===== src/rtl/brfp_pkg.sv =====
package brfp_pkg;

  // Field codes carried on field_code_o. Length fields and their text fields
  // come in pairs for the five record strings and the two property strings.
  typedef enum logic [4:0] {
    FLD_DOMAIN_LEN = 5'd0,
    FLD_DOMAIN_TXT = 5'd1,
    FLD_PATH_LEN   = 5'd2,
    FLD_PATH_TXT   = 5'd3,
    FLD_TARGET_LEN = 5'd4,
    FLD_TARGET_TXT = 5'd5,
    FLD_HASH_LEN   = 5'd6,
    FLD_HASH_TXT   = 5'd7,
    FLD_EXTRA_LEN  = 5'd8,
    FLD_EXTRA_TXT  = 5'd9,
    FLD_MODE       = 5'd10,
    FLD_WORD0      = 5'd11,
    FLD_WORD1      = 5'd12,
    FLD_WORD2      = 5'd13,
    FLD_WORD3      = 5'd14,
    FLD_WORD4      = 5'd15,
    FLD_WORD5      = 5'd16,
    FLD_WORD6      = 5'd17,
    FLD_SIZE       = 5'd18,
    FLD_FLAG       = 5'd19,
    FLD_PROP_COUNT = 5'd20,
    FLD_PNAME_LEN  = 5'd21,
    FLD_PNAME_TXT  = 5'd22,
    FLD_PVAL_LEN   = 5'd23,
    FLD_PVAL_TXT   = 5'd24
  } field_e;

  // A record string length with this value means the string is absent.
  localparam logic [15:0] EMPTY_MARK = 16'hFFFF;

  localparam int unsigned RecSizeW = 26;

  // True for fields whose bytes are string text rather than a number.
  function automatic logic field_is_text(field_e code);
    logic txt;
    txt = 1'b0;
    if (code <= FLD_EXTRA_TXT) begin
      txt = code[0];
    end else if (code == FLD_PNAME_TXT || code == FLD_PVAL_TXT) begin
      txt = 1'b1;
    end
    return txt;
  endfunction

  // Byte width of a numeric or length field.
  function automatic logic [3:0] field_width(field_e code);
    logic [3:0] w;
    if (code <= FLD_MODE || code == FLD_PNAME_LEN || code == FLD_PVAL_LEN) begin
      w = 4'd2;
    end else if (code <= FLD_WORD6) begin
      w = 4'd4;
    end else if (code == FLD_SIZE) begin
      w = 4'd8;
    end else begin
      w = 4'd1;
    end
    return w;
  endfunction

endpackage


===== src/rtl/backup_record_field_parser.sv =====
// Each accepted byte is registered into the output register at the clock edge that
// takes it. Throughput: one byte per cycle while in_stall_o is low, set by the single
// field state register that every byte reads and updates.
// Reset (rst_ni low, asynchronous) returns the parser to the domain length field of a
// fresh record with all counters cleared and the output register empty.
module backup_record_field_parser (
  input  logic                          clk_i,
  input  logic                          rst_ni,

  input  logic                          in_valid_i,
  output logic                          in_stall_o,
  input  logic [7:0]                    data_byte_i,

  output logic                          out_valid_o,
  input  logic                          out_stall_i,
  output logic [4:0]                    field_code_o,
  output logic [7:0]                    property_index_o,
  output logic [15:0]                   byte_index_o,
  output logic [7:0]                    byte_value_o,
  output logic                          field_done_o,
  output logic [63:0]                   field_value_o,
  output logic                          record_done_o,
  output logic [brfp_pkg::RecSizeW-1:0] record_size_o
);

  // Parser state. Each byte reads it and writes its successor in the same cycle,
  // so the whole field walk is one pass of logic between input and result.
  brfp_pkg::field_e                cur_q, cur_d;
  logic [15:0]                     pos_q, pos_d;
  logic [15:0]                     pend_q, pend_d;
  logic [63:0]                     acc_q, acc_d;
  logic [7:0]                      props_exp_q, props_exp_d;
  logic [7:0]                      prop_cnt_q, prop_cnt_d;
  logic [brfp_pkg::RecSizeW-1:0]   bytes_q, bytes_d;

  // Output register. It takes a new result whenever it is empty or its current
  // result is being transferred out, so the input side is stalled only while a
  // result sits waiting on a stalled consumer.
  logic                            out_valid_q;
  logic [4:0]                      field_code_q;
  logic [7:0]                      property_index_q;
  logic [15:0]                     byte_index_q;
  logic [7:0]                      byte_value_q;
  logic                            field_done_q;
  logic [63:0]                     field_value_q;
  logic                            record_done_q;
  logic [brfp_pkg::RecSizeW-1:0]   record_size_q;

  logic                            in_accept;

  // Per-byte decode.
  brfp_pkg::field_e                code;
  brfp_pkg::field_e                next;
  logic                            is_text;
  logic [16:0]                     pos_inc;
  logic [63:0]                     acc;
  logic                            done;
  logic [63:0]                     value;
  logic [15:0]                     len;
  logic                            prop_end;
  logic                            rec_end;
  logic [8:0]                      cnt_inc;
  logic [brfp_pkg::RecSizeW-1:0]   rec_size;

  assign in_stall_o = out_valid_q & out_stall_i;
  assign in_accept  = in_valid_i & ~in_stall_o;

  always_comb begin
    // A code past the last property field cannot be reached; it decodes as the
    // domain length so the parser would recover at a record boundary.
    if (cur_q > brfp_pkg::FLD_PVAL_TXT) begin
      code = brfp_pkg::FLD_DOMAIN_LEN;
    end else begin
      code = cur_q;
    end

    is_text  = brfp_pkg::field_is_text(code);
    pos_inc  = {1'b0, pos_q} + 17'd1;
    // Numeric fields shift in big-endian; the first byte starts from zero.
    acc      = (pos_q == 16'd0) ? {56'd0, data_byte_i} : {acc_q[55:0], data_byte_i};

    if (is_text) begin
      done = (pos_inc >= {1'b0, pend_q});
    end else begin
      done = (pos_inc >= {13'd0, brfp_pkg::field_width(code)});
    end

    value    = (!is_text && done) ? acc : 64'd0;
    len      = value[15:0];
    cnt_inc  = {1'b0, prop_cnt_q} + 9'd1;
    rec_size = bytes_q + {{(brfp_pkg::RecSizeW-1){1'b0}}, 1'b1};

    cur_d       = cur_q;
    pos_d       = pos_q;
    pend_d      = pend_q;
    acc_d       = acc_q;
    props_exp_d = props_exp_q;
    prop_cnt_d  = prop_cnt_q;
    next        = code;
    prop_end    = 1'b0;
    rec_end     = 1'b0;

    if (!is_text) begin
      acc_d = acc;
    end

    if (!done) begin
      pos_d = pos_inc[15:0];
    end else begin
      pos_d = 16'd0;
      acc_d = 64'd0;
      if (code <= brfp_pkg::FLD_EXTRA_TXT && !code[0]) begin
        // Record string length: zero or the empty mark skips the text field.
        if (len == 16'd0 || len == brfp_pkg::EMPTY_MARK) begin
          next = brfp_pkg::field_e'(code + 5'd2);
        end else begin
          pend_d = len;
          next   = brfp_pkg::field_e'(code + 5'd1);
        end
      end else if (code < brfp_pkg::FLD_PROP_COUNT) begin
        next = brfp_pkg::field_e'(code + 5'd1);
      end else if (code == brfp_pkg::FLD_PROP_COUNT) begin
        props_exp_d = data_byte_i;
        prop_cnt_d  = 8'd0;
        if (data_byte_i == 8'd0) begin
          rec_end = 1'b1;
        end else begin
          next = brfp_pkg::FLD_PNAME_LEN;
        end
      end else if (code == brfp_pkg::FLD_PNAME_LEN) begin
        // Property lengths are literal; only zero skips the text.
        if (len == 16'd0) begin
          next = brfp_pkg::FLD_PVAL_LEN;
        end else begin
          pend_d = len;
          next   = brfp_pkg::FLD_PNAME_TXT;
        end
      end else if (code == brfp_pkg::FLD_PNAME_TXT) begin
        next = brfp_pkg::FLD_PVAL_LEN;
      end else if (code == brfp_pkg::FLD_PVAL_LEN) begin
        if (len == 16'd0) begin
          prop_end = 1'b1;
        end else begin
          pend_d = len;
          next   = brfp_pkg::FLD_PVAL_TXT;
        end
      end else begin
        prop_end = 1'b1;
      end

      if (prop_end) begin
        if (cnt_inc >= {1'b0, props_exp_q}) begin
          rec_end = 1'b1;
        end else begin
          prop_cnt_d = cnt_inc[7:0];
          next       = brfp_pkg::FLD_PNAME_LEN;
        end
      end
      cur_d = next;
    end

    // The last byte of a record puts every field of the state back to its
    // reset value, so the next byte starts a new record.
    if (rec_end) begin
      cur_d       = brfp_pkg::FLD_DOMAIN_LEN;
      pos_d       = 16'd0;
      pend_d      = 16'd0;
      acc_d       = 64'd0;
      props_exp_d = 8'd0;
      prop_cnt_d  = 8'd0;
      bytes_d     = '0;
    end else begin
      bytes_d     = rec_size;
    end
  end

  always_ff @(posedge clk_i or negedge rst_ni) begin
    if (!rst_ni) begin
      cur_q       <= brfp_pkg::FLD_DOMAIN_LEN;
      pos_q       <= 16'd0;
      pend_q      <= 16'd0;
      acc_q       <= 64'd0;
      props_exp_q <= 8'd0;
      prop_cnt_q  <= 8'd0;
      bytes_q     <= '0;
      out_valid_q <= 1'b0;
    end else begin
      out_valid_q <= in_accept | in_stall_o;
      if (in_accept) begin
        cur_q       <= cur_d;
        pos_q       <= pos_d;
        pend_q      <= pend_d;
        acc_q       <= acc_d;
        props_exp_q <= props_exp_d;
        prop_cnt_q  <= prop_cnt_d;
        bytes_q     <= bytes_d;
      end
    end
  end

  // Result payload; it holds whenever no new byte is accepted.
  always_ff @(posedge clk_i) begin
    if (in_accept) begin
      field_code_q     <= code;
      property_index_q <= (code >= brfp_pkg::FLD_PNAME_LEN) ? prop_cnt_q : 8'd0;
      byte_index_q     <= pos_q;
      byte_value_q     <= data_byte_i;
      field_done_q     <= done;
      field_value_q    <= value;
      record_done_q    <= rec_end;
      record_size_q    <= rec_end ? rec_size : '0;
    end
  end

  assign out_valid_o      = out_valid_q;
  assign field_code_o     = field_code_q;
  assign property_index_o = property_index_q;
  assign byte_index_o     = byte_index_q;
  assign byte_value_o     = byte_value_q;
  assign field_done_o     = field_done_q;
  assign field_value_o    = field_value_q;
  assign record_done_o    = record_done_q;
  assign record_size_o    = record_size_q;

endmodule

===== config.mk =====
export PLATFORM = sky130hd
export DESIGN_NAME = backup_record_field_parser
export DESIGN_NICKNAME = d
export VERILOG_FILES = /design/src/rtl/brfp_pkg.sv /design/src/rtl/backup_record_field_parser.sv
export SDC_FILE = /design/constraint.sdc
export NUM_CORES = 1
export LEC_CHECK = 0
export BUFFER_PORTS_ARGS = -buffer_cell sky130_fd_sc_hd__buf_2
export CORE_UTILIZATION = 41
export CTS_CLUSTER_SIZE = 20
export DETAILED_ROUTE_END_ITERATION = 6
export PLACE_DENSITY = 0.63
export SYNTH_ARGS = -nofsm -noshare
export SYNTH_HDL_FRONTEND = slang
export SYNTH_SLANG_ARGS = --single-unit

===== constraint.sdc =====
create_clock -name clk_i -period 13.3 [get_ports clk_i]
set_clock_uncertainty 0.2 [all_clocks]
set_input_delay 2.66 -clock clk_i [delete_from_list [all_inputs] [get_ports clk_i]]
set_output_delay 2.66 -clock clk_i [all_outputs]
set_load 0.05 [all_outputs]

==> out/qor.yml, run 1 <==
floorplan:
  initial_utilization_pct: 41.9
  fp.dieW_um: 177
  die_area_um2: 31200
  rows: 63
  core-area_um2: 29800
  io_pins: 143
  die_y_um: 177
clock_network:
  h-tree-depth: 1
  cts_buffers: 27
  clock_path_buffers: 3
  cts_sinks: 265
  cts_tree: "built"
  post_cts_buffers: 0
  cts_hold_buffers: 0
  cts_resized: 0
  clk_latency_ns: 0.53
  path_clk_slew_ns: 0.06
  cts_root_buffer: "clkbuf_16"
final_layout:
  drive_above_1_share_pct: 19.5
  multi_input_area_um2: 4760
  fin_nets: 1237
  n_fill_cell: 2701
  design_area_um2: 14300
  diodes: 0
  mostFrequentLayoutCells: "buf_2, dfrtp_1, edfxtp_1"
  layout_commonest_cell: "buf_2"
  synthToLayoutAreaGrowth_pct: 14.7
  regArea_um2: 7280
  final_util_pct: 48.1
place:
  port-buffer-count: 142
  place.gp.congestion: 0.870
  place_area_um2: 13500
  dpl.hpwl_mm: 18.7
worst_hold_path:
  min_from: "props_exp_q[2]$_DFFE_PN0P_"
  hold_depth: 2
  hold_end: "props_exp_q[2]$_DFFE_PN0P_"
  worstHoldPathType: "reg2reg"
status:
  status: "finished clean"
routing:
  wirelength_mm: 28.9
  drc: 0
  wl_per_cell_um: 18.1
  viasPerCell: 5.44
  dr.pass1.iters: 5
  ant_nets: 0
  num_vias: 8688
  drt-initial-drc-count: 610
global_routing:
  grt_max_degree: 101
  grt_pass1_vias: 8483
  grt.overflow.total: 0
  antenna_found_initial: 0
  grt_pass1_wl_mm: 46.7
  grt_use_total_pct: 18.7
power_and_ir_drop:
  p_total_w: 0.00268
  p_per_area_nw_per_um2: 187
  power_leakage_nw: 6.42
  ir_worst_vdd_mv: 0.111
setup_path:
  crit_fanout: 44
  startpoint_type: "flip-flop"
  rr_startpoint: "cur_q[3]$_DFFE_PN0P_"
  cp-end-kind: "flip-flop"
  reg2reg_slack_ns: 6.97
  worst-setup-path-type: "reg2reg"
  cp.arrival_ns: 6.60
  reg2reg_depth: 19
  r2r_end: "bytes_q[17]$_DFFE_PN0P_"
  cp.required_ns: 13.56
flow_run:
  max_cap_violations: 0
timing:
  fin_crit_sh_pct: 47.6
  rsz0062_at_grt: "no"
  fin_crit_ns: 6.33
  final.setup.tns_ns: 0
  hold_violations: 0
  worst_pin_slew_ns: 1.01
  setup_viol: 0
  drv_slew: 0
  max_slew_margin_pct: 32.3
  max_freq_ghz: 0.158
synth:
  yosysUniqueCellTypes: 76
  avgSynthCellArea_um2: 11.7
  synth_edf_count: 129
  synth.top_cell.area_share_pct: 31.0
  synthCells: 1069
  synth_top_cell_by_area: "edfxtp_1"
  ys_top_cells_by_area: "edfxtp_1, dfrtp_1, a22o_1"
  syn_nets: 1120
  yosys_most_used_dff: "dfrtp_1"
  netlist_area_um2: 12500
  synth_seq_area_share_pct: 58.3
  yosys_warnings: 0
  async_flop_share_pct: 51.3
  synth_seq_cells: 265
[metrics by stage]
stage,setup WS (ns),instances,hold WS [ns]
floorplan,5.71,1069,0.220
global placement,7.26,1547,0.263
detailed placement,7.05,1547,0.271
CTS,7.00,1596,0.285
global route,6.45,1596,0.317
finish,6.97,1596,0.277
[worst max-delay path, stage by stage, from the launching register on]
cell and delay [ns]:
dfrtp_1 0.57, nand2_1 0.19, nand2_1 0.25, inv_1 0.14
ha_1 0.37, o21ai_0 0.30, a21oi_1 0.11, nor3_1 0.30
nand2_1 0.11, ha_1 0.29, o21a_1 0.18, a221oi_2 0.25
nor4b_4 0.41, nand3b_1 0.22, and2_1 0.48, o21ai_4 0.13
buf_4 0.42, inv_2 0.26, nor2_2 0.75, a22o_1 0.27
[flip-flops by register name, summed over array words and instances, names as in the netlist, 8 cells and up]
name / flops
bytes_q: 26
record_size_o: 26
acc_q: 56
pos_q: 16
byte_value_o: 8
property_index_o: 8
field_value_o: 64
pend_q: 16
props_exp_q: 8
prop_cnt_q: 8
byte_index_o: 16
[final cells by class]
| cell class | count | area share (%) |
|---|---|---|
| Clock buffer | 39 | 5.46 |
| Sequential cell | 265 | 50.8 |
| Inverter | 42 | 1.14 |
| Tap cell | 390 | 3.41 |
| Clock inverter | 10 | 0.594 |
| Timing Repair Buffer | 150 | 5.42 |
| Multi-Input combinational cell | 700 | 33.2 |
[routing by layer]
metal	up-vias	GRT usage [%]	part of all wire, %
met5	-	0	0
met4	0	4.71	2.0
li1	4165	-	-
met3	47	2.86	5.4
met1	4227	27.1	47
met2	249	29.3	45
[power breakdown]
| group | internal, W | switching, W |
|---|---|---|
| clock network | 0.000428 | 0.000314 |
| registers | 0.000969 | 0.0000941 |
| logic | 0.000267 | 0.000604 |
| total | 0.00166 | 0.00101 |
[how the worst max path moves through the flow]
stage	start	end	slack (ns)	depth (start not counted)
floorplan	out_stall_i	byte_index_o[0]$_DFFE_PP_	5.71	5
global placement	cur_q[3]$_DFFE_PN0P_	bytes_q[24]$_DFFE_PN0P_	7.26	19
detailed placement	cur_q[3]$_DFFE_PN0P_	bytes_q[5]$_DFFE_PN0P_	7.05	19
CTS	cur_q[3]$_DFFE_PN0P_	bytes_q[5]$_DFFE_PN0P_	7.00	19
global route	cur_q[3]$_DFFE_PN0P_	bytes_q[17]$_DFFE_PN0P_	6.45	19
finish	cur_q[3]$_DFFE_PN0P_	bytes_q[17]$_DFFE_PN0P_	6.97	19
[cells by family (layout without fill, tap and decap cells)]
| group | after synthesis | in the layout | share of synthesized area [%] |
|---|---|---|---|
| simple gates | 368 | 368 | 15.8 |
| flops | 265 | 265 | 58.3 |
| compound gates | 249 | 249 | 15.1 |
| buf+inv | 104 | 241 | 3.79 |
| fa+ha+maj | 39 | 39 | 3.91 |
| xor+xnor | 39 | 39 | 2.79 |
| mux | 5 | 5 | 0.451 |
[cell usage after synthesis (3+ instances only)]
master	n
nor2_1	58
xor2_1	20
a221oi_1	3
nor3_1	10
nand2_1	95
a22o_2	7
o21bai_1	4
nand2b_1	11
a211oi_1	6
a22o_1	84
and4_1	4
or2_2	7
a31oi_1	5
nand3_1	29
ha_1	39
edfxtp_1	129
clkbuf_1	36
buf_4	6
buf_6	6
nor4_1	9
dfrtp_1	136
o21ai_1	5
o221ai_1	5
xnor2_1	18
or3_1	4
mux2i_1	3
nor2b_1	21
buf_2	12
o21ai_0	56
inv_1	41
o211ai_1	4
a21oi_1	21
nand4_1	11
and3_1	73
a21o_1	21
and2_1	16
(Power assumes the default switching activity.)
==> run 2, diff against run 1 <==
==> constraint.sdc (replaced) <==
create_clock -name clk_i -period 6.6 [get_ports clk_i]
set_clock_uncertainty 0.2 [all_clocks]
set_input_delay 1.32 -clock clk_i [delete_from_list [all_inputs] [get_ports clk_i]]
set_output_delay 1.32 -clock clk_i [all_outputs]
set_load 0.05 [all_outputs]
==> run 2 against run 1 <==
Compared with the run above: via count is essentially flat; highest routed layer unchanged; sequential power up 100%; largest power group unchanged; combinational power up 100%; design area grew 0.61%; fmax is 16% higher; routed wire length decreased by 1.5%; clock-buffer cell count increased by 1; non-clock buffer count is 1 higher; sequential share of layout area fell by 0.31 points; hold slack about the same.
==> out/qor.yml, run 2 (same netlist as run 1, synthesis figures left out) <==
floorplan:
  die_y_um: 177
  core-area_um2: 29800
  io_pins: 143
  initial_utilization_pct: 41.9
  die_area_um2: 31200
  fp.dieW_um: 177
  rows: 63
global_routing:
  grt.overflow.total: 0
  grt_max_degree: 98
  grt_pass1_vias: 8264
  grt_use_total_pct: 18.2
  antenna_found_initial: 0
  grt_pass1_wl_mm: 45.3
routing:
  drc: 0
  ant_nets: 0
  viasPerCell: 5.43
  wl_per_cell_um: 17.8
  dr.pass1.iters: 5
  drt-initial-drc-count: 735
  wirelength_mm: 28.5
  num_vias: 8696
timing:
  hold_ws_ns: 0.277
  fin_crit_sh_pct: 82.8
  final.setup.tns_ns: 0
  hold_violations: 0
  max_slew_margin_pct: 34.3
  max_freq_ghz: 0.183
  drv_slew: 0
  rsz0062_at_grt: "no"
  worst_pin_slew_ns: 0.986
  fin_crit_ns: 5.47
  finalWorstSetupSlack_ns: 1.13
  setup_viol: 0
clock_network:
  h-tree-depth: 1
  clk_latency_ns: 0.56
  post_cts_buffers: 0
  clock_path_buffers: 3
  cts_buffers: 29
  cts_sinks: 265
  cts_tree: "built"
  cts_resized: 0
  cts_root_buffer: "clkbuf_16"
  cts_hold_buffers: 0
  path_clk_slew_ns: 0.06
final_layout:
  drive_above_1_share_pct: 19.7
  fin_nets: 1240
  layout_commonest_cell: "buf_2"
  mostFrequentLayoutCells: "buf_2, dfrtp_1, edfxtp_1"
  largest_register_ffs: 64
  design_area_um2: 14400
  diodes: 0
  synthToLayoutAreaGrowth_pct: 15.4
  n_fill_cell: 2753
place:
  dp_slack_ns: 1.16
  place_area_um2: 13500
  place.gp.congestion: 0.836
  port-buffer-count: 142
  dpl.hpwl_mm: 18.7
power_and_ir_drop:
  ir_worst_vdd_mv: 0.348
  power_leakage_nw: 6.47
  p_per_area_nw_per_um2: 380
setup_path:
  startpoint_type: "flip-flop"
  cp-end-kind: "flip-flop"
  cp.required_ns: 6.88
  worst-setup-path-type: "reg2reg"
  crit_fanout: 20
  cp.arrival_ns: 5.75
flow_run:
  max_cap_violations: 0
worst_hold_path:
  worstHoldPathType: "reg2reg"
status:
  status: "finished clean"
run 2: cell types whose count changed in the layout (fill, tap and decap cells not counted):
| cell | delta |
|---|---|
| bufinv_16 | +1 |
| clkbuf_8 | +1 |
| buf_4 | +1 |
| clkinv_4 | +1 |
| clkbuf_1 | -1 |
| clkinv_1 | +3 |
| inv_6 | +1 |
| clkbuf_16 | +1 |
| clkinvlp_4 | -1 |
| inv_4 | -1 |
run 2: critical path: stages, from the launching register on:
cell	delay [ns]
dfrtp_1	0.58
nand2_1	0.18
nand2_1	0.24
inv_1	0.13
ha_1	0.34
o21ai_0	0.25
o21ai_0	0.12
a21oi_1	0.18
ha_1	0.24
nand2b_1	0.15
a211o_1	0.30
a221oi_2	0.23
nor4b_4	0.40
nand3b_1	0.21
and2_1	0.21
buf_4	0.20
o21ai_4	0.08
inv_2	0.17
nor2_2	0.70
a22o_1	0.26
run 2: cell type report:
type	instances	area (um2)	share of cell area, %
Tap cell	390	488	3.38
Clock inverter	14	130	0.903
Timing Repair Buffer	151	785	5.44
Clock buffer	40	817	5.67
Multi-Input combinational cell	700	4760	33.0
Inverter	42	163	1.13
Sequential cell	265	7280	50.5
run 2: metrics by stage:
stage	power [W]	instances	util [%]
after floorplan	0.00346	1069	-
after global placement	0.00391	1548	45.2
after detailed placement	0.00391	1548	45.2
after CTS	0.00553	1602	48.4
after global routing	0.00579	1602	48.4
final	0.00548	1602	48.4
run 2: worst paths after layout:
| check | from | slack [ns] | end | cells past startpoint |
|---|---|---|---|---|
| setup / recovery | cur_q[3]$_DFFE_PN0P_ | 1.13 | bytes_q[23]$_DFFE_PN0P_ | 19 |
| hold / removal | props_exp_q[3]$_DFFE_PN0P_ | 0.28 | props_exp_q[3]$_DFFE_PN0P_ | 2 |
| setup reg to reg | cur_q[3]$_DFFE_PN0P_ | 1.13 | bytes_q[23]$_DFFE_PN0P_ | 19 |
| hold reg to reg | props_exp_q[3]$_DFFE_PN0P_ | 0.28 | props_exp_q[3]$_DFFE_PN0P_ | 2 |
| max in group asynchronous | rst_ni | 4.44 | pend_q[14]$_DFFE_PN0P_ | 2 |
| min in group asynchronous | rst_ni | 0.61 | bytes_q[18]$_DFFE_PN0P_ | 1 |
run 2: report_power, final:
group	switching, W	internal (W)	leakage (nW)
clock network	0.000658	0.000942	0.468
registers	0.000189	0.00195	3.11
logic	0.00120	0.000548	2.89
run 2: routing by layer:
metal | global-route usage, % | routed length (um)
met3 | 3.19 | 1510
met5 | 0 | 0
met4 | 4.56 | 545
met2 | 28.6 | 12900
met1 | 26.2 | 13500
